## src/rtl/source_tokenizer_assert.svh

```systemverilog
// Assertion macros for the source tokenizer.
// Expects clk and rst_n in the scope where the macros are used.
`ifndef SOURCE_TOKENIZER_ASSERT_SVH
`define SOURCE_TOKENIZER_ASSERT_SVH

// property that must hold at every clock edge out of reset
`define STT_ASSERT(lbl, prop, msg) \
    lbl: assert property (@(posedge clk) disable iff (!rst_n) (prop)) else $error(msg);

// antecedent in a cycle implies consequent in the same cycle
`define STT_ASSERT_IMPL(lbl, ante, cons, msg) \
    lbl: assert property (@(posedge clk) disable iff (!rst_n) (ante) |-> (cons)) \
        else $error(msg);

`endif

```

## src/rtl/stt_pkg.sv

```systemverilog
// Shared types, constants and byte classification for the source tokenizer.
// No dependencies.
`default_nettype none

package stt_pkg;

    localparam int POS_W      = 16;
    localparam int WIDE_W     = POS_W + 16;
    localparam int FIFO_DEPTH = 4;
    localparam int FIFO_AW    = $clog2(FIFO_DEPTH);
    localparam int LEVEL_W    = $clog2(FIFO_DEPTH + 1);

    localparam logic [POS_W-1:0] POS_MAX   = {POS_W{1'b1}};
    localparam logic [15:0]      FIELD_MAX = 16'hFFFF;

    localparam logic [7:0] CH_NL         = 8'h0A;
    localparam logic [7:0] CH_SPACE      = 8'h20;
    localparam logic [7:0] CH_QUOTE      = 8'h22;
    localparam logic [7:0] CH_SLASH      = 8'h2F;
    localparam logic [7:0] CH_BACKSLASH  = 8'h5C;
    localparam logic [7:0] CH_UNDERSCORE = 8'h5F;
    localparam logic [7:0] CH_PLUS       = 8'h2B;
    localparam logic [7:0] CH_ZERO       = 8'h30;
    localparam logic [7:0] CH_NINE       = 8'h39;

    typedef enum logic [4:0] {
        TOK_IDENT     = 5'd0,
        TOK_INTEGER   = 5'd1,
        TOK_STRING    = 5'd2,
        TOK_ADD       = 5'd3,
        TOK_SUB       = 5'd4,
        TOK_DIV       = 5'd5,
        TOK_MULT      = 5'd6,
        TOK_MOD       = 5'd7,
        TOK_EQUAL     = 5'd8,
        TOK_LBRACE    = 5'd9,
        TOK_RBRACE    = 5'd10,
        TOK_LPAREN    = 5'd11,
        TOK_RPAREN    = 5'd12,
        TOK_COMMA     = 5'd13,
        TOK_DOT       = 5'd14,
        TOK_SEMICOLON = 5'd15,
        TOK_LESS      = 5'd16,
        TOK_GREATER   = 5'd17,
        TOK_NEW_LINE  = 5'd18,
        TOK_UNKNOWN   = 5'd19,
        TOK_EOF       = 5'd20
    } tok_type_t;

    typedef struct packed {
        tok_type_t   token_type;
        logic [15:0] start_offset;
        logic [15:0] token_length;
        logic [15:0] line_number;
        logic        last_of_run;
    } token_t;

    typedef struct packed {
        logic               room2;
        logic [LEVEL_W-1:0] level;
    } fifo_stat_t;

    function automatic logic is_letter(input logic [7:0] c);
        return c inside {[8'h61:8'h7A], [8'h41:8'h5A], CH_UNDERSCORE};
    endfunction

    function automatic logic is_digit(input logic [7:0] c);
        return c inside {[CH_ZERO:CH_NINE]};
    endfunction

    function automatic logic is_space(input logic [7:0] c);
        return c inside {CH_SPACE, [8'h09:8'h0D]};
    endfunction

    function automatic tok_type_t punct_type(input logic [7:0] c);
        tok_type_t t;
        case (c)
            CH_PLUS: t = TOK_ADD;
            8'h2D:   t = TOK_SUB;
            CH_SLASH: t = TOK_DIV;
            8'h2A:   t = TOK_MULT;
            8'h25:   t = TOK_MOD;
            8'h3D:   t = TOK_EQUAL;
            8'h7B:   t = TOK_LBRACE;
            8'h7D:   t = TOK_RBRACE;
            8'h28:   t = TOK_LPAREN;
            8'h29:   t = TOK_RPAREN;
            8'h2C:   t = TOK_COMMA;
            8'h2E:   t = TOK_DOT;
            8'h3B:   t = TOK_SEMICOLON;
            8'h3C:   t = TOK_LESS;
            8'h3E:   t = TOK_GREATER;
            CH_NL:   t = TOK_NEW_LINE;
            default: t = TOK_UNKNOWN;
        endcase
        return t;
    endfunction

    // saturate a position-width value to a 16-bit field
    function automatic logic [15:0] clip16(input logic [POS_W-1:0] v);
        logic [WIDE_W-1:0] wide;
        wide = {16'b0, v};
        if (wide > WIDE_W'(FIELD_MAX))
            return FIELD_MAX;
        return wide[15:0];
    endfunction

endpackage

`default_nettype wire

```

## src/rtl/stt_scan.sv

```systemverilog
// Scan state and per-byte token logic: up to two tokens per transaction.
// Depends on stt_pkg.
`default_nettype none

module stt_scan (
    input  logic          clk,
    input  logic          rst_n,
    input  logic          fire,
    input  logic          cmd_eos,
    input  logic [7:0]    byte_in,
    output stt_pkg::token_t tok0,
    output stt_pkg::token_t tok1,
    output logic [1:0]    tok_count
);
    import stt_pkg::*;

    typedef enum logic [6:0] {
        M_IDLE    = 7'b0000001,
        M_IDENT   = 7'b0000010,
        M_NUMBER  = 7'b0000100,
        M_SLASH   = 7'b0001000,
        M_COMMENT = 7'b0010000,
        M_STRING  = 7'b0100000,
        M_STRESC  = 7'b1000000
    } mode_t;

    mode_t             mode_reg, mode_next;
    logic [POS_W-1:0]  pos_reg, pos_next;
    logic [POS_W-1:0]  tbeg_reg, tbeg_next;
    logic [15:0]       line_reg, line_next;

    logic [POS_W-1:0]  pos_take;
    logic [15:0]       line_take;
    logic [POS_W-1:0]  pend_len;
    logic              va, vb, go_idle;
    token_t            tok_a, tok_b;

    always_comb
    begin
        pos_take  = (pos_reg != POS_MAX) ? pos_reg + POS_W'(1) : pos_reg;
        line_take = (byte_in == CH_NL && line_reg != FIELD_MAX) ? line_reg + 16'd1 : line_reg;
        pend_len  = (pos_reg >= tbeg_reg) ? pos_reg - tbeg_reg : '0;

        mode_next = mode_reg;
        pos_next  = pos_reg;
        tbeg_next = tbeg_reg;
        line_next = line_reg;
        va        = 1'b0;
        vb        = 1'b0;
        go_idle   = 1'b0;

        tok_a.token_type   = TOK_IDENT;
        tok_a.start_offset = clip16(tbeg_reg);
        tok_a.token_length = clip16(pend_len);
        tok_a.line_number  = line_reg;
        tok_a.last_of_run  = 1'b1;

        tok_b.token_type   = punct_type(byte_in);
        tok_b.start_offset = clip16(pos_reg);
        tok_b.token_length = clip16(pos_take - pos_reg);
        tok_b.line_number  = line_take;
        tok_b.last_of_run  = 1'b1;

        if (cmd_eos)
        begin
            case (mode_reg)
                M_IDENT:  begin va = 1'b1; tok_a.token_type = TOK_IDENT;   end
                M_NUMBER: begin va = 1'b1; tok_a.token_type = TOK_INTEGER; end
                M_STRING, M_STRESC:
                          begin va = 1'b1; tok_a.token_type = TOK_STRING;  end
                M_SLASH:  begin va = 1'b1; tok_a.token_type = TOK_DIV;     end
                default:  va = 1'b0;
            endcase
            vb                 = 1'b1;
            tok_b.token_type   = TOK_EOF;
            tok_b.token_length = 16'd0;
            tok_b.line_number  = line_reg;
            mode_next          = M_IDLE;
            pos_next           = '0;
            tbeg_next          = '0;
            line_next          = 16'd1;
        end
        else
        begin
            case (mode_reg)
                M_IDENT:
                begin
                    if (is_letter(byte_in))
                    begin
                        pos_next  = pos_take;
                        line_next = line_take;
                    end
                    else
                    begin
                        va      = 1'b1;
                        go_idle = 1'b1;
                    end
                end
                M_NUMBER:
                begin
                    if (is_digit(byte_in))
                    begin
                        pos_next  = pos_take;
                        line_next = line_take;
                    end
                    else
                    begin
                        va               = 1'b1;
                        tok_a.token_type = TOK_INTEGER;
                        go_idle          = 1'b1;
                    end
                end
                M_SLASH:
                begin
                    if (byte_in == CH_SLASH)
                    begin
                        pos_next  = pos_take;
                        mode_next = M_COMMENT;
                    end
                    else
                    begin
                        va               = 1'b1;
                        tok_a.token_type = TOK_DIV;
                        go_idle          = 1'b1;
                    end
                end
                M_COMMENT:
                begin
                    pos_next  = pos_take;
                    line_next = line_take;
                    if (byte_in == CH_NL)
                    begin
                        va                 = 1'b1;
                        tok_a.token_type   = TOK_NEW_LINE;
                        tok_a.start_offset = clip16(pos_reg);
                        tok_a.token_length = clip16(pos_take - pos_reg);
                        tok_a.line_number  = line_take;
                        tbeg_next          = pos_reg;
                        mode_next          = M_IDLE;
                    end
                end
                M_STRING:
                begin
                    pos_next  = pos_take;
                    line_next = line_take;
                    if (byte_in == CH_QUOTE)
                    begin
                        va                 = 1'b1;
                        tok_a.token_type   = TOK_STRING;
                        tok_a.token_length = clip16(pos_take - tbeg_reg);
                        tok_a.line_number  = line_take;
                        mode_next          = M_IDLE;
                    end
                    else if (byte_in == CH_BACKSLASH)
                        mode_next = M_STRESC;
                end
                M_STRESC:
                begin
                    pos_next  = pos_take;
                    line_next = line_take;
                    mode_next = M_STRING;
                end
                default: go_idle = 1'b1;
            endcase

            if (go_idle)
            begin
                pos_next  = pos_take;
                line_next = line_take;
                mode_next = M_IDLE;
                if (!is_space(byte_in))
                begin
                    tbeg_next = pos_reg;
                    if (is_letter(byte_in))
                        mode_next = M_IDENT;
                    else if (is_digit(byte_in))
                        mode_next = M_NUMBER;
                    else if (byte_in == CH_QUOTE)
                        mode_next = M_STRING;
                    else if (byte_in == CH_SLASH)
                        mode_next = M_SLASH;
                    else
                        vb = 1'b1;
                end
            end
        end

        tok_a.last_of_run = !vb;
        tok0      = va ? tok_a : tok_b;
        tok1      = tok_b;
        tok_count = {1'b0, va} + {1'b0, vb};
    end

    always_ff @(posedge clk or negedge rst_n)
    begin
        if (!rst_n)
        begin
            mode_reg <= M_IDLE;
            pos_reg  <= '0;
            tbeg_reg <= '0;
            line_reg <= 16'd1;
        end
        else if (fire)
        begin
            mode_reg <= mode_next;
            pos_reg  <= pos_next;
            tbeg_reg <= tbeg_next;
            line_reg <= line_next;
        end
    end

endmodule

`default_nettype wire

```

## src/rtl/stt_fifo.sv

```systemverilog
// Result queue: takes up to two tokens per cycle, releases one per transaction.
// Depends on stt_pkg.
`default_nettype none

module stt_fifo (
    input  logic                 clk,
    input  logic                 rst_n,
    input  logic [1:0]           push_count,
    input  stt_pkg::token_t      push0,
    input  stt_pkg::token_t      push1,
    output stt_pkg::token_t      head,
    output logic                 head_valid,
    input  logic                 pop,
    output stt_pkg::fifo_stat_t  stat
);
    import stt_pkg::*;

    token_t               mem_reg [FIFO_DEPTH];
    logic [FIFO_AW-1:0]   wr_reg, wr_next;
    logic [FIFO_AW-1:0]   rd_reg, rd_next;
    logic [LEVEL_W-1:0]   level_reg, level_next;
    logic                 do_pop;

    assign head_valid = (level_reg != '0);
    assign head       = mem_reg[rd_reg];
    assign do_pop     = pop && head_valid;

    assign stat.level = level_reg;
    assign stat.room2 = (level_reg <= LEVEL_W'(FIFO_DEPTH - 2));

    always_comb
    begin
        wr_next    = wr_reg + FIFO_AW'(push_count);
        rd_next    = do_pop ? rd_reg + FIFO_AW'(1) : rd_reg;
        level_next = level_reg + LEVEL_W'(push_count) - LEVEL_W'(do_pop);
    end

    always_ff @(posedge clk)
    begin
        if (push_count != 2'd0)
            mem_reg[wr_reg] <= push0;
        if (push_count == 2'd2)
            mem_reg[wr_reg + FIFO_AW'(1)] <= push1;
    end

    always_ff @(posedge clk or negedge rst_n)
    begin
        if (!rst_n)
        begin
            wr_reg    <= '0;
            rd_reg    <= '0;
            level_reg <= '0;
        end
        else
        begin
            wr_reg    <= wr_next;
            rd_reg    <= rd_next;
            level_reg <= level_next;
        end
    end

endmodule

`default_nettype wire

```

## src/rtl/source_tokenizer.sv

```systemverilog
// Source tokenizer top level: input register, scan logic and result queue.
// Depends on stt_pkg, stt_scan, stt_fifo and source_tokenizer_assert.svh.
`default_nettype none

// Takes one source byte (or the end marker) per transaction and emits tokens of
// type, start offset, length and line. A byte waits in the input register until
// the queue has room for two tokens, is scanned in a single pass, and its zero,
// one or two tokens enter a four-entry result queue; the input side takes a new
// byte every cycle while the queue has room for two tokens, and tokens leave one
// per cycle while the output is ready. The queue head drives the output ports
// directly. The end marker flushes any pending token, emits an end-of-file token
// and returns the scanner to its reset state.
module source_tokenizer (
    input  logic        clk,
    input  logic        rst_n,
    input  logic        s_axis_tvalid,
    output logic        s_axis_tready,
    input  logic [7:0]  s_axis_tdata,   // [7:0] byte_req
    input  logic        s_axis_tuser,   // [0] command (1 = end of source)
    output logic        m_axis_tvalid,
    input  logic        m_axis_tready,
    output logic [47:0] m_axis_tdata,   // [15:0] start_offset, [31:16] token_length,
                                        // [47:32] line_number
    output logic [4:0]  m_axis_tuser,   // [4:0] token_type
    output logic        m_axis_tlast    // last_of_run
);
    import stt_pkg::*;

    logic        in_valid_reg;
    logic        in_cmd_reg;
    logic [7:0]  in_byte_reg;
    logic        fire;
    logic        load;
    token_t      tok0, tok1, head;
    logic [1:0]  tok_count;
    logic [1:0]  push_count;
    fifo_stat_t  fifo_stat;

    assign fire          = in_valid_reg && fifo_stat.room2;
    assign s_axis_tready = !in_valid_reg || fifo_stat.room2;
    assign load          = s_axis_tvalid && s_axis_tready;
    assign push_count    = fire ? tok_count : 2'd0;

    always_ff @(posedge clk or negedge rst_n)
    begin
        if (!rst_n)
            in_valid_reg <= 1'b0;
        else if (s_axis_tready)
            in_valid_reg <= s_axis_tvalid;
    end

    always_ff @(posedge clk)
    begin
        if (load)
        begin
            in_cmd_reg  <= s_axis_tuser;
            in_byte_reg <= s_axis_tdata;
        end
    end

    stt_scan u_scan (
        .clk       (clk),
        .rst_n     (rst_n),
        .fire      (fire),
        .cmd_eos   (in_cmd_reg),
        .byte_in   (in_byte_reg),
        .tok0      (tok0),
        .tok1      (tok1),
        .tok_count (tok_count)
    );

    stt_fifo u_fifo (
        .clk        (clk),
        .rst_n      (rst_n),
        .push_count (push_count),
        .push0      (tok0),
        .push1      (tok1),
        .head       (head),
        .head_valid (m_axis_tvalid),
        .pop        (m_axis_tready),
        .stat       (fifo_stat)
    );

    assign m_axis_tdata = {head.line_number, head.token_length, head.start_offset};
    assign m_axis_tuser = head.token_type;
    assign m_axis_tlast = head.last_of_run;

`include "source_tokenizer_assert.svh"

    `STT_ASSERT(a_fifo_bound, fifo_stat.level <= LEVEL_W'(FIFO_DEPTH), "result queue overflow")
    `STT_ASSERT_IMPL(a_eos_gives_eof, fire && in_cmd_reg, tok_count != 2'd0 && tok1.token_type == TOK_EOF, "end marker without eof token")
    `STT_ASSERT_IMPL(a_pair_last, tok_count == 2'd2, !tok0.last_of_run && tok1.last_of_run, "wrong last flag on token pair")
    `STT_ASSERT_IMPL(a_line_nonzero, m_axis_tvalid, m_axis_tdata[47:32] != 16'd0, "line number zero on output")

endmodule

`default_nettype wire

```

## config.mk

```make
export PLATFORM = sky130hd
export DESIGN_NAME = source_tokenizer
export DESIGN_NICKNAME = d
export VERILOG_FILES = /design/src/rtl/stt_pkg.sv /design/src/rtl/stt_scan.sv /design/src/rtl/stt_fifo.sv /design/src/rtl/source_tokenizer.sv
export VERILOG_INCLUDE_DIRS = /design/src /design/src/rtl
export SDC_FILE = /design/constraint.sdc
export NUM_CORES = 1
export LEC_CHECK = 0
export ABC_AREA = 1
export BUFFER_PORTS_ARGS = -buffer_cell sky130_fd_sc_hd__buf_2
export CORE_MARGIN = 5
export CORE_UTILIZATION = 35
export DETAILED_ROUTE_END_ITERATION = 6
export PLACE_DENSITY = 0.53
export SLEW_MARGIN = 40
export SYNTH_ARGS = -nofsm -noshare
export SYNTH_HDL_FRONTEND = slang
export SYNTH_HIERARCHICAL = 1
export SYNTH_SLANG_ARGS = --single-unit
```

## constraint.sdc

```tcl
create_clock -name clk -period 5.03 [get_ports clk]
set_input_delay 0.503 -clock clk [delete_from_list [all_inputs] [get_ports clk]]
set_output_delay 0.503 -clock clk [all_outputs]
set_load 0.005 [all_outputs]
```

### Word level (Yosys, flattened, before mapping)

Memory sizes are Yosys's and may differ from the RTL's.
Cells that the tools add are included.

* register bits after elaboration: 72
* RAM bits: 216
* input port bits: 13
* output and inout port bits: 56
* logic and storage cells: 157
* memories kept: 1

* add/sub/neg operators: 11
* $lt $le $gt $ge: 10
* equality and inequality tests: 34
* multiplexer cells: 67
* reductions and logical operators: 24

Memories
* u_fifo.mem_reg: words 4, width 54, read ports 1, clocked after Yosys merged registers in 0, wr ports 2, RTL line stt_fifo.sv:18 `token_t mem_reg [FIFO_DEPTH];`

Operators by type and width (number)
* $mux 16: 18
* $eq 8x6->1 const B: 15
* $pmux 5 s16: 1
* $mux 7: 10
* $mux 32: 2
* $pmux 16 s4: 1
* $pmux 32 s2: 1
* $mux 54: 1
* $mux 53: 1
* $mux 48: 1
* $pmux 16 s3: 1
* $sub 16x16->16: 3
* $add 16x1->16 const B: 2
* $eq 8x7->1 const B: 4
* $ne 16x16->1 const B: 2
* $pmux 7 s4: 1
* $pmux 5 s4: 1
* $mux 1: 19
* $ge 16x16->1: 1
* $ge 8x7->1 const B: 2
* $le 8x7->1 const B: 2
* $ne 4x2->1 const B: 4
* $reduce_bool 6->1: 2
* $mux 5: 2
* 36 further kinds: 49

### Logic depth before layout (Yosys ltp)

Gate-level depths: netlist of run 1.

* depth after elaboration: 13
* mapped depth: 27

### Modules after synthesis

The synthesis of run 1 kept the hierarchy.

By module, submodules not included
* stt_fifo: times used 1, cells each 1462, area an instance 11842.6 um^2, sequential area each 6661.4 um^2
* stt_scan: times used 1, cells each 1483, area an instance 8403.1 um^2, sequential area each 1378.8 um^2
* source_tokenizer: times used 1, cells each 21, area an instance 340.3 um^2, sequential area each 295.3 um^2

### Worst setup path before layout of run 1

OpenSTA, ideal clock, no wires.

* path kind: flip-flop to flip-flop
* start: register in_byte_reg[6]
* end: memory u_fifo/mem_reg[1][0] in the netlist's numbering, enable pin
* data arrival time: 3743 ps
* required time: 4406 ps
* setup slack: 663 ps
* stages on the path, launching flop included: 26
* period minus slack after synthesis: 4367 ps
* path through: edfxtp_1 nor2_4 nand3_2 inv_2 nand2_1 nand2_1 nand2_1 inv_1 nand2_1 clkinv_2 nand2_4 inv_4 buf_2 nor2_1 nand2_1 nand2_1 ha_1 inv_1 nor2_1 inv_1 nand2_1 inv_2 buf_4 nand2_2 buf_2 nand2_1

RTL lines
* from (decl): RTL line source_tokenizer.sv:31 `logic [7:0] in_byte_reg;`
* from (signal assigned): RTL line source_tokenizer.sv:57 `in_byte_reg <= s_axis_tdata;`
* to (decl): RTL line stt_fifo.sv:18

==> out/results.ini, run 1 <==
[status]
outcome=finished with violations
violations=design-rule violations

[setup_path]
largest_stage_delay_on_the_critical_path_ns=0.70
cp_common_cell=sky130_fd_sc_hd__nand3_1
ff2ff_path_depth=20
critical_path_required_ns=5.34
setup.reg_to_reg.worst_slack_ns=0.55
path_cells=nand2_1 > inv_1 > nand3_1 > nor2_1 > nand3_1 > nand3_1 > nor2_1 > xor2_1 > ha_1 > a21oi_1 > nor2_1 > nor2_1 > nand3_1 > or2_2 > nand3_1 > nand3_1 > nand2_1 > nand2_1 > nand2_1 > nand2_1
regToRegStartpoint=u_scan/pos_reg[5]
setup.worst_path.class=reg -> reg
critical_path.n_buffers_inverters=1
timing.critical_path.from_type=register
kind_of_capture_point_of_the_worst_setup_path=register
timing.critical_path.max_delay_family=simple AND/OR/NAND/NOR gates
data_arrival_time_of_the_worst_path_ns=4.79
cp_slowest_cell=sky130_fd_sc_hd__dfrtp_1
r2r_end=u_fifo/mem_reg[1][27]
crit_path_max_fanout=11

[min_path]
hold_path_startpoint=s_axis_tdata[1]
worstHoldPathCells=1
hold-path-endpoint=in_byte_reg[1]
hold_class=in -> reg

[power_and_ir_drop]
power_density_mw_per_mm2=718
seqPwrFrac_pct=24.9
total_power_mw=16.4
p_comb_share_pct=60.0
switching_share_pct=51.7
cell_internal_pwr_mw=7.92
power.ir.vdd_worst_uv=547
power.static_leakage_nw=10.8
p_switching_mw=8.47
power.clock.fraction_pct=15.0

[route]
drt_iter0_drc=2124
detailedRoute.firstPassIterationCount=7
overall_routed_net_length_mm=75.4
avgViaCountPerCell=5.33
route.detailed.drc=1
avgRoutedWirePerCell_um=19.9
ant_nets=0
detailroute.via_count=20200

[finish]
area_growth_syn_to_layout_pct=11.0
multi_input_area_mm2=0.0107
final-instance-count-excl-fill=3782
largest_register_ff_count=216
diodes=0
final-seq-area_mm2=0.00834
final_layout_size_suffix_gt1_share_pct=7.84
nFillCells=6150
finalNetCount=3053

[synth]
synth_xor_area_share_pct=1.70
postSynthCellCount=2966
synth_simple_gate_area_share_pct=37.0
multiplexer_share_of_the_synthesized_area_pct=0
synth_seq_area_share_pct=40.5
area_fraction_in_compound_gates_after_synthesis_pct=9.07
yosysWarnings=6
netlist-cell-type-count=50
mappedNetlistNets=3038
yosys.area_share.adder_pct=3.73
synth.cell_area_mm2=0.0206
syn-mean-instance-area_um2=6.94
synth_top_family_by_area=simple AND/OR/NAND/NOR gates
synth_edf_count=225
synth-main-ff-cell=sky130_fd_sc_hd__edfxtp_1
fraction_of_registers_with_async_set_reset_pct=21.9
synthesized_flop_and_latch_total=288

[grt]
antenna_found_initial=1
global_route_wire_length_before_repair_mm=115
globalRoute.totalOverflow=0
global_route.usage.total_pct=23.0
grt_pass1_vias=18600
grt_max_degree=83

[placed_design]
hpwlAfterDp_mm=50.8
placed_cells_incl_taps=3714
place.gp.congestion=0.954
port_buffers=68

[die]
coreArea_mm2=0.0587
die_area_mm2=0.0638
floorplan.initialDensity_pct=35.1
die_height_um=253
design.portCount=69
floorplan.die.width_um=253
std_cell_rows=89

[clock_network]
numCtsBuffers=36
clk_path_buf_depth=3
clock_sinks=288
cts_root_buffer=sky130_fd_sc_hd__clkbuf_16
clk_latency_ns=0.56
clk_pin_slew_worst_paths_ns=0.06
cts_tree=yes
ctsHtreeMaxLevel=2

[timing]
slew_violations=0
finalSetupViolations=0
totalNegativeSetupSlack_ns=0
post-route-min-period_ns=4.48
rsz0062_at_grt=no
finClkSkew_ns=0.0237
fmax_ghz=0.223
max_slew_margin_pct=36.9
period_share_pct=89.0
finalHoldViolCount=0
worst-slew-pin-transition_ns=0.947

[run]
maxCapViolations=0

==> cells in the mapped netlist (17+ instances only) <==
cell type / count / area (um2)
sky130_fd_sc_hd__buf_2: 73 / 365
sky130_fd_sc_hd__o22ai_1: 19 / 119
sky130_fd_sc_hd__a21oi_1: 58 / 290
sky130_fd_sc_hd__nand3_1: 292 / 1460
sky130_fd_sc_hd__nand4_1: 34 / 213
sky130_fd_sc_hd__nor2_1: 260 / 976
sky130_fd_sc_hd__ha_1: 55 / 688
sky130_fd_sc_hd__dfrtp_1: 61 / 1530
sky130_fd_sc_hd__clkbuf_1: 35 / 131
sky130_fd_sc_hd__o21ai_1: 17 / 85.1
sky130_fd_sc_hd__o21ai_0: 232 / 1160
sky130_fd_sc_hd__nor3_1: 27 / 135
sky130_fd_sc_hd__xor2_1: 31 / 272
sky130_fd_sc_hd__nand2_1: 1162 / 4360
sky130_fd_sc_hd__inv_1: 233 / 875
sky130_fd_sc_hd__edfxtp_1: 225 / 6760
==> per-stage QoR <==
stage	setup WS, ns	instance area (um2)	utilization [%]	hold slack, ns
finish	0.554	22800	38.9	0.133
global route	0.204	22800	38.9	0.115
CTS	0.698	22800	38.9	0.0972
detailed placement	0.679	21700	37.0	0.373
global placement	0.747	21600	36.9	0.374
floorplan	0.663	20600	-	0.207
==> repair_timing <==
action                     in CTS  in global routing
setup buffers                   0                  0
setup endpoints to repair       0                  0
hold endpoints to repair        7                  0
hold buffers                    1                  0
gates resized for setup         0                  0
==> how the worst max path moves through the flow <==
stage	endpoint	start	cells past startpoint	slack [ns]
after floorplan	u_fifo/mem_reg[1][0]	in_byte_reg[6]	25	0.66
after global placement	u_fifo/mem_reg[1][27]	u_scan/pos_reg[14]	18	0.75
after detailed placement	u_fifo/mem_reg[1][27]	u_scan/pos_reg[5]	20	0.68
after CTS	u_fifo/mem_reg[3][27]	u_scan/pos_reg[5]	20	0.70
after global routing	u_fifo/mem_reg[1][26]	u_scan/pos_reg[5]	25	0.20
final	u_fifo/mem_reg[1][27]	u_scan/pos_reg[5]	20	0.55
==> cell usage in the layout, fill, tap and decap left out, types with 6 or more instances in the layout <==
master	instances
sky130_fd_sc_hd__a21o_1	6
sky130_fd_sc_hd__a21oi_1	57
sky130_fd_sc_hd__buf_2	67
sky130_fd_sc_hd__buf_4	40
sky130_fd_sc_hd__clkbuf_1	10
sky130_fd_sc_hd__clkbuf_16	36
sky130_fd_sc_hd__clkinv_1	11
sky130_fd_sc_hd__clkinv_2	8
sky130_fd_sc_hd__dfrtp_1	60
sky130_fd_sc_hd__edfxtp_1	225
sky130_fd_sc_hd__ha_1	55
sky130_fd_sc_hd__inv_1	232
sky130_fd_sc_hd__inv_2	12
sky130_fd_sc_hd__nand2_1	1157
sky130_fd_sc_hd__nand2_2	14
sky130_fd_sc_hd__nand3_1	292
sky130_fd_sc_hd__nand3b_1	10
sky130_fd_sc_hd__nand4_1	34
sky130_fd_sc_hd__nor2_1	256
sky130_fd_sc_hd__nor2_2	11
sky130_fd_sc_hd__nor2_4	8
sky130_fd_sc_hd__nor3_1	27
sky130_fd_sc_hd__o21ai_0	223
sky130_fd_sc_hd__o21ai_1	26
sky130_fd_sc_hd__o21bai_1	12
sky130_fd_sc_hd__o22ai_1	18
sky130_fd_sc_hd__xnor2_1	9
sky130_fd_sc_hd__xor2_1	31
==> layout make-up <==
type | count | area share (%)
repair buffers | 118 | 3.65
clock inverters | 19 | 0.619
multi-input cells | 2285 | 46.6
inverters | 252 | 4.18
clock buffers | 47 | 4.17
flip-flops and latches | 288 | 36.5
well taps | 773 | 4.23
==> kinds of logic after synthesis <==
logic type | Yosys count
flops | 288
other cells | 1
xor+xnor | 40
simple gates | 1832
compound gates | 353
buf+inv | 393
fa+ha+maj | 59
==> layer usage <==
layer | wire [um] | track usage [%] | vias up | share of wire (%)
met5 | 9 | 0 | - | 0.012
met1 | 34800 | 34.9 | 9559 | 46
met4 | 1730 | 5.99 | 2 | 2.3
met2 | 33200 | 35.1 | 831 | 44
met3 | 5650 | 2.61 | 99 | 7.5
li1 | - | - | 9684 | -
==> power groups by stage <==
stage                     Clock [mW]  Sequential, mW  Combinational, mW
after global placement             0            4.16               9.52
final                           2.47            4.09               9.84
after global routing            2.62            4.16               11.0
after detailed placement           0            4.18               9.67
after floorplan                    0            4.03               6.43
after CTS                       2.53            4.13               9.70
Power figures use the tool's default switching activity.
==> run 2, diff against run 1 <==
- REMOVE_ABC_BUFFERS: not set -> 1
==> out/results.ini, run 2 (synthesis gave the netlist of run 1 again) <==
[status]
outcome=complete, no violations

[clock_network]
clock_sinks=288  ; unchanged
ctsHoldBuffers=1  ; unchanged
clk_pin_slew_worst_paths_ns=0.06  ; about the same
cts_repair_resize_count=0  ; unchanged
ctsHtreeMaxLevel=2  ; unchanged
numCtsBuffers=35  ; -2.8%
cts_tree=yes
clk_latency_ns=0.55  ; about the same
cts_root_buffer=sky130_fd_sc_hd__clkbuf_16
clk_path_buf_depth=3  ; unchanged
cts.repair_timing.setup_buffer_count=0  ; unchanged

[timing]
worst-slew-pin-transition_ns=0.868  ; -0.0787 ns
slew_violations=0  ; unchanged
post-route-min-period_ns=4.56  ; +0.0838 ns
finalSetupViolations=0  ; unchanged
period_share_pct=90.7  ; +1.7 points
max_slew_margin_pct=42.0  ; +5.1 points
finClkSkew_ns=0.0112  ; -0.0125 ns
rsz0062_at_grt=no
finalHoldViolCount=0  ; unchanged
fmax_ghz=0.219  ; -1.8%

[grt]
grt.met3_usage_pct=3.24  ; +0.63 points
globalRoute.totalOverflow=0  ; unchanged
use_met2_pct=36.7  ; +1.7 points
grt_pass1_vias=19000  ; +2.4%
antenna_found_initial=1  ; unchanged
grt_max_degree=79  ; -4.8%
met1_usage_pct=32.7  ; -2.2 points
global_route.usage.total_pct=22.7  ; -0.30 points
global_route_wire_length_before_repair_mm=114  ; -0.33%
grt.busiest_layer=met2

[finish]
largest_register_ff_count=216  ; unchanged
commonest_non_fill_non_tap_cell_in_the_layout=sky130_fd_sc_hd__nand2_1
post-route-util_pct=38.8  ; -0.16 points
finalNetCount=3048  ; -0.16%
final_design_area_no_fill_mm2=0.0227  ; -0.42%
area_growth_syn_to_layout_pct=10.5
final_layout_size_suffix_gt1_share_pct=7.77  ; -0.076 points
layout_common_cells=1157 x sky130_fd_sc_hd__nand2_1, 292 x sky130_fd_sc_hd__nand3_1, 257 x sky130_fd_sc_hd__nor2_1
nFillCells=6176  ; +0.42%

[setup_path]
timing.critical_path.from_type=register
setup.worst_path.class=reg -> reg
largest_stage_delay_on_the_critical_path_ns=0.42  ; -0.28 ns
cp_common_cell=sky130_fd_sc_hd__nand2_1
critical_path_required_ns=5.44  ; +0.10 ns
data_arrival_time_of_the_worst_path_ns=4.97  ; +0.18 ns
cp_slowest_cell=sky130_fd_sc_hd__nor3_1
crit_path_max_fanout=6  ; -5
kind_of_capture_point_of_the_worst_setup_path=register

[power_and_ir_drop]
power.ir.vdd_worst_uv=341  ; -38%
power_density_mw_per_mm2=712  ; -0.78%
total_power_mw=16.2  ; -1.2%
power.static_leakage_nw=10.7  ; -0.52%

[placed_design]
hpwlAfterDp_mm=50.1  ; -1.4%
place.gp.congestion=1.01  ; +6.3%
port_buffers=68  ; unchanged
placement.cell_area_mm2=0.0217  ; -0.20%

[route]
avgRoutedWirePerCell_um=19.6  ; -1.9%
ant_nets=0  ; unchanged
drt_iter0_drc=1752  ; -18%
detailedRoute.firstPassIterationCount=6  ; -1
detailroute.via_count=19800  ; -1.7%
route.detailed.drc=0  ; -1
avgViaCountPerCell=5.25  ; -1.5%
overall_routed_net_length_mm=73.8  ; -2.1%

[die]
die_height_um=253  ; unchanged
std_cell_rows=89  ; unchanged
design.portCount=69  ; unchanged
die_area_mm2=0.0638  ; unchanged
floorplan.die.width_um=253  ; unchanged
coreArea_mm2=0.0587  ; unchanged
floorplan.initialDensity_pct=35.1  ; unchanged

[run]
maxCapViolations=0  ; unchanged

[min_path]
hold_class=in -> reg

run 2: stage by stage:
step,setup WS (ns),setup TNS (ns),hold slack [ns],cells
floorplan,-2.85,-653.13,0.207,2825
CTS,0.667,0,0.108,3773
global placement,0.887,0,0.497,3711
detailed placement,0.774,0,0.505,3711
global route,0.0314,0,0.122,3773
finish,0.470,0,0.137,3774
run 2: worst max-delay path, delay by kind of cell, from the launching register on:
family                     cells  cell delay (ns)
adders and majority gates      2             0.44
buffers and inverters          2             0.26
AOI/OAI and AO/OA              2             0.50
and+or+nand+nor               20             2.85
DFF                            1             0.36
run 2: report_power, final:
| group | internal, mW | leakage (nW) | total (mW) | switching, mW |
|---|---|---|---|---|
| Sequential | 3.74 | 2.94 | 4.11 | 0.376 |
| Combinational | 2.78 | 7.26 | 9.68 | 6.90 |
| Clock | 1.39 | 0.524 | 2.40 | 1.01 |
run 2: worst paths after layout:
kind / from / to / slack (ns) / cells after the start
max: u_scan/pos_reg[1] / u_fifo/mem_reg[0][26] / 0.47 / 26
min: s_axis_tdata[4] / in_byte_reg[4] / 0.14 / 1
max reg2reg: u_scan/pos_reg[1] / u_fifo/mem_reg[0][26] / 0.47 / 26
min reg2reg: u_scan/mode_reg[4] / u_scan/mode_reg[4] / 0.52 / 2
max in group asynchronous: rst_n / u_scan/line_reg[0] / 3.61 / 3
min in group asynchronous: rst_n / u_scan/tbeg_reg[5] / 0.47 / 2
run 2: cell type report:
| cell class | instances | area, um2 | area share [%] |
|---|---|---|---|
| repair buffers | 114 | 766 | 3.37 |
| clock inverters | 12 | 62.6 | 0.275 |
| inverters | 252 | 960 | 4.22 |
| diodes | 1 | 2.50 | 0.0110 |
| well taps | 773 | 967 | 4.25 |
| multi-input cells | 2285 | 10600 | 46.8 |
| clock buffers | 49 | 1000 | 4.40 |
| flip-flops and latches | 288 | 8340 | 36.7 |
run 2: routing by layer:
| metal | wire length [um] | up-vias | share of wire (%) |
|---|---|---|---|
| met5 | 13 | - | 0.018 |
| met4 | 1240 | 2 | 1.7 |
| met3 | 4990 | 97 | 6.8 |
| met2 | 33600 | 681 | 46 |
| met1 | 33900 | 9364 | 46 |
| li1 | - | 9678 | - |
